[config.mk]
export PLATFORM = sky130hd
export DESIGN_NAME = pip_edge
export DESIGN_NICKNAME = d
export VERILOG_FILES = /design/src/hdl/pip_pkg.sv /design/src/hdl/pip_edge.sv
export SDC_FILE = /design/constraint.sdc
export NUM_CORES = 2
export LEC_CHECK = 0
export BUFFER_PORTS_ARGS = -buffer_cell sky130_fd_sc_hd__buf_2
export CAP_MARGIN = 20
export CORE_MARGIN = 4
export CORE_UTILIZATION = 45
export CTS_BUF_LIST = sky130_fd_sc_hd__clkbuf_4 sky130_fd_sc_hd__clkbuf_8
export DETAILED_ROUTE_END_ITERATION = 10
export GPL_TIMING_DRIVEN = 0
export PLACE_DENSITY_LB_ADDON = 0.12
export SETUP_SLACK_MARGIN = 0.02
export SKIP_CTS_REPAIR_TIMING = 1
export SYNTH_ARGS = -nofsm -noshare
export SYNTH_HDL_FRONTEND = slang
export SYNTH_SLANG_ARGS = --single-unit
[constraint.sdc]
create_clock -name aclk -period 8.4 [get_ports aclk]
set_input_delay 0.42 -clock aclk [delete_from_list [all_inputs] [get_ports aclk]]
set_output_delay 0.42 -clock aclk [all_outputs]
set_load 0.1 [all_outputs]
[src/hdl/pip_pkg.sv]
// shared types and constants for the point-in-polygon block
// used by the top level and the edge crossing unit; depends on nothing
`timescale 1ns / 1ps

package pip_pkg;

    // default polygon capacity
    localparam int MAX_VERTICES_DEF = 32;

    // coordinate and stored vertex widths
    localparam int COORD_W  = 16;
    localparam int VERTEX_W = 2 * COORD_W;

    // operation codes carried in s_axis_tuser
    localparam logic [1:0] MODE_START  = 2'd0;
    localparam logic [1:0] MODE_APPEND = 2'd1;
    localparam logic [1:0] MODE_QUERY  = 2'd2;

    // one stored vertex, x in the low half
    typedef struct packed {
        logic [COORD_W-1:0] y;
        logic [COORD_W-1:0] x;
    } vertex_t;

    // control tag that travels with an edge through the crossing pipeline
    typedef struct packed {
        logic valid;
        logic last;
    } edge_tag_t;

    // per-edge verdict leaving the crossing pipeline
    typedef struct packed {
        logic valid;
        logic last;
        logic hit;
    } edge_res_t;

endpackage

[src/hdl/pip_edge.sv]
// three-stage crossing test of one polygon edge against the query point
// depends on pip_pkg for vertex and tag types
`timescale 1ns / 1ps

module pip_edge
    import pip_pkg::*;
(
    input  logic      aclk,
    input  logic      aresetn,
    input  edge_tag_t in_tag,
    input  vertex_t   v0,
    input  vertex_t   v1,
    input  vertex_t   pt,
    output edge_res_t res
);

    logic signed [COORD_W-1:0] x0, y0, x1, y1, px, py;
    logic signed [COORD_W-1:0] ux, uy, ly;
    logic                      skip, fixed_hit, use_mul;

    edge_tag_t                 s1_tag_reg;
    logic signed [COORD_W:0]   s1_dx0_reg, s1_dy_reg, s1_dpy_reg, s1_dx_reg;
    logic                      s1_fixed_reg, s1_mul_reg;

    edge_tag_t                 s2_tag_reg;
    logic signed [2*COORD_W+1:0] s2_p0_reg, s2_p1_reg;
    logic                      s2_fixed_reg, s2_mul_reg, s2_neg_reg;

    logic [2*COORD_W+2:0]      sum;
    logic                      ge;
    edge_res_t                 res_reg;

    assign x0 = $signed(v0.x);
    assign y0 = $signed(v0.y);
    assign x1 = $signed(v1.x);
    assign y1 = $signed(v1.y);
    assign px = $signed(pt.x);
    assign py = $signed(pt.y);

    // classify the edge against the query row
    always_comb begin
        if (y1 > y0) begin
            ux = x1;
            uy = y1;
            ly = y0;
        end else begin
            ux = x0;
            uy = y0;
            ly = y1;
        end
        skip      = (y0 == y1) || (y0 > py && y1 > py) || (y0 < py && y1 < py);
        fixed_hit = !skip && (uy == py) && (ux >= px);
        use_mul   = !skip && (uy != py) && (ly != py);
    end

    // stage 1: differences and classification
    always_ff @(posedge aclk) begin
        if (!aresetn) begin
            s1_tag_reg <= '0;
        end else begin
            s1_tag_reg <= in_tag;
        end
        s1_dx0_reg   <= {x0[COORD_W-1], x0} - {px[COORD_W-1], px};
        s1_dy_reg    <= {y1[COORD_W-1], y1} - {y0[COORD_W-1], y0};
        s1_dpy_reg   <= {py[COORD_W-1], py} - {y0[COORD_W-1], y0};
        s1_dx_reg    <= {x1[COORD_W-1], x1} - {x0[COORD_W-1], x0};
        s1_fixed_reg <= fixed_hit;
        s1_mul_reg   <= use_mul;
    end

    // stage 2: the two cross-product terms
    always_ff @(posedge aclk) begin
        if (!aresetn) begin
            s2_tag_reg <= '0;
        end else begin
            s2_tag_reg <= s1_tag_reg;
        end
        s2_p0_reg    <= s1_dx0_reg * s1_dy_reg;
        s2_p1_reg    <= s1_dpy_reg * s1_dx_reg;
        s2_fixed_reg <= s1_fixed_reg;
        s2_mul_reg   <= s1_mul_reg;
        s2_neg_reg   <= s1_dy_reg[COORD_W];
    end

    // crossing lies at or right of the point when the signed sum agrees with dy
    always_comb begin
        sum = {s2_p0_reg[2*COORD_W+1], s2_p0_reg} + {s2_p1_reg[2*COORD_W+1], s2_p1_reg};
        if (s2_neg_reg) begin
            ge = sum[2*COORD_W+2] || (sum == '0);
        end else begin
            ge = !sum[2*COORD_W+2];
        end
    end

    // stage 3: verdict
    always_ff @(posedge aclk) begin
        if (!aresetn) begin
            res_reg.valid <= 1'b0;
            res_reg.last  <= 1'b0;
        end else begin
            res_reg.valid <= s2_tag_reg.valid;
            res_reg.last  <= s2_tag_reg.last;
        end
        res_reg.hit <= s2_mul_reg ? ge : s2_fixed_reg;
    end

    assign res = res_reg;

endmodule
==> impl_metrics.toml <==
[logic_synthesis]
seq_area_frac_synth_pct = 9.583
yosysTopAreaCell = "fa_1"
muxShareOfSynthArea_pct = 1.198
synth_flop_cell = "dfxtp_1"
synthSimpleGateAreaFrac_pct = 15.63
netlist_area_um2 = 30920
yosysWarningCount = 0
synth_top_area_share_pct = 38.66
synth-seq-cells = 148
synth_cells = 3392
async_reset_ff_share_pct = 0
synth-compound-area-share_pct = 8.709
syn_area_per_cell_um2 = 9.115
synthAdderAreaFrac_pct = 50.88
syn-num-nets = 4391
synth_top_family_by_area = "adder cells"
synth_area_leaders = "fa_1 39%, ha_1 12%, dfxtp_1 9.6%, inv_1 8.7%, and2_1 6.2%"
synthXorXnorAreaFrac_pct = 4.164
ys_types = 81
synth_enable_flop_cells = 0

[worst_setup_path]
cp-endpoint = "s2_p1_reg[33]"
endpoint_kind = "register"
cp.arrival_ns = 8.20
crit-reg2reg-launch = "s1_dx_reg[8]"
crit_type = "reg -> reg"
crit_start = "s1_dx_reg[8]"
reg2reg_to = "s2_p1_reg[33]"
worst-path-max-fanout = 10
cp.required_ns = 8.76
ff2ff_path_depth = 27
startpoint_type = "register"
rrSetupSlack_ns = 0.56

[sta]
finalSetupTns_ns = 0
rsz0062_at_grt = "no"
slew_headroom_pct = 37.02
skew_ns = 0.01836
finalCritPeriodShare_pct = 93.32
finalHoldViolations = 0
setup_viol = 0
final_max_slew_viol_count = 0
worst_pin_slew_ns = 0.9361
finalCriticalPeriod_ns = 7.839
max_freq_mhz = 127.6

[routing]
firstDrtPassIters = 5
vias = 22886
wl_um = 83260
wl_met2_um = 38110
ant_nets = 0
wl_met3_um = 4800
drtIter0Drc = 1230
highest_layer = "met5"
viasPerCell = 5.194
wl_per_cell_um = 18.90
route.detailed.drc = 0
wl_met1_um = 39310

[global_routing]
grt_overflow_total = 0
grt_pass1_vias = 23810
grt_pass1_wl_um = 134700
track_usage_pct = 23.69
grt_max_degree = 19
antenna_found_initial = 20

[clock_tree]
cts_sinks = 148
clockBufferDepth = 2
cts_tree = "built"
insertion_delay_ns = 0.49
path_clk_slew_ns = 0.10
htreeDepth = 4
numCtsBuffers = 17
clockRootBuffer = "clkbuf_8"

[finish]
drive_gt1_share_pct = 5.360
synthToLayoutAreaGrowth_pct = 6.665
finalNonFillerCells = 4406
final_common_cell = "inv_1"
num-fill-cells = 6639
final_cell_mix = "715 x inv_1, 597 x fa_1, 326 x nand2_1, 304 x and2_1, 302 x ha_1"
fin_util_pct = 48.76
final_nets = 4512
fin_area_um2 = 32980

[die]
die_h_um = 270.1
num_rows = 95
die_w_um = 270.1
die-area_um2 = 72960
core_region_area_um2 = 67630
start_util_pct = 45.71
io_pins = 103

[hold_path]
hp-class = "in -> reg"

[placed_design]
dpl.cell_count = 4367
hpwl_um = 72590
portBuffers = 102
gp_congestion = 0.9401
place_area_um2 = 32520

[run]
maxCapViolations = 0

[run_status]
status = "finished, final reports clean"
worst min-delay path by stage:
stage                             from            end  slack [ns]  depth (start not counted)
after global placement    s1_fixed_reg   s2_fixed_reg        0.31                          0
after CTS                    in_tag[1]  s1_tag_reg[1]        0.09                          2
final                        in_tag[1]  s1_tag_reg[1]        0.13                          2
after detailed placement  s1_fixed_reg   s2_fixed_reg        0.31                          0
after floorplan           s1_fixed_reg   s2_fixed_reg        0.31                          0
after global routing         in_tag[1]  s1_tag_reg[1]        0.10                          2
routing by layer:
layer  track usage (%)  vias to the layer above
met5                 0                        -
met4             3.029                       16
met3             3.669                       63
met2             38.15                      519
met1             34.91                    11508
li1                  -                    10780
cell usage after synthesis, types with 36 or more instances:
cell type,instances
a21o_1,50
a21oi_1,106
and2_1,304
clkbuf_1,80
dfxtp_1,148
fa_1,597
ha_1,302
inv_1,715
nand2_1,326
nand2b_1,36
nor2_1,128
o21ai_0,72
xnor2_1,109
xor2_1,38
final cells by class:
class / instances / area, um2 / area share (%)
antenna: 7 / 17.52 / 0.05312
buffer: 90 / 357.8 / 1.085
clock buffer: 17 / 234.0 / 0.7095
clock inverter: 15 / 206.4 / 0.6260
inverter: 715 / 2684 / 8.138
multi-input combinational: 2439 / 24910 / 75.54
sequential: 148 / 2963 / 8.984
tap: 873 / 1092 / 3.312
timing repair buffer: 102 / 510.5 / 1.548
worst max-delay path, cell delays in order, from the launching register on:
cell      delay [ns]
dfxtp_1         0.32
clkbuf_1        0.61
clkbuf_1        0.46
nand2_1         0.15
fa_1            0.55
inv_1           0.05
fa_1            0.49
inv_1           0.06
fa_1            0.53
inv_1           0.05
fa_1            0.48
fa_1            0.51
inv_1           0.05
fa_1            0.47
inv_1           0.04
ha_1            0.34
nand2_1         0.08
nor2_1          0.18
and3_1          0.18
a31oi_1         0.12
and3_1          0.21
or3_1           0.42
a31oi_1         0.35
a21oi_1         0.17
a31oi_1         0.27
a21o_1          0.18
a21oi_1         0.08
xnor2_1         0.31
stage by stage:
stage	hold WS (ns)	setup WS, ns
after floorplan	0.3096	1.864
after global placement	0.3131	0.6052
after detailed placement	0.3136	0.6435
after CTS	0.09009	0.5951
after global routing	0.1032	0.2284
final	0.1256	0.5610
kinds of logic after synthesis:
logic type	count (synthesis)
AOI/OAI and AO/OA	401
xor gates and xnor gates	147
adders and majority gates	899
buffers and inverters	805
DFF	148
muxes	35
and+or+nand+nor	957
Power is not shown: default switching activity piles up to over one toggle a cycle in this logic, so the estimate is an artifact.
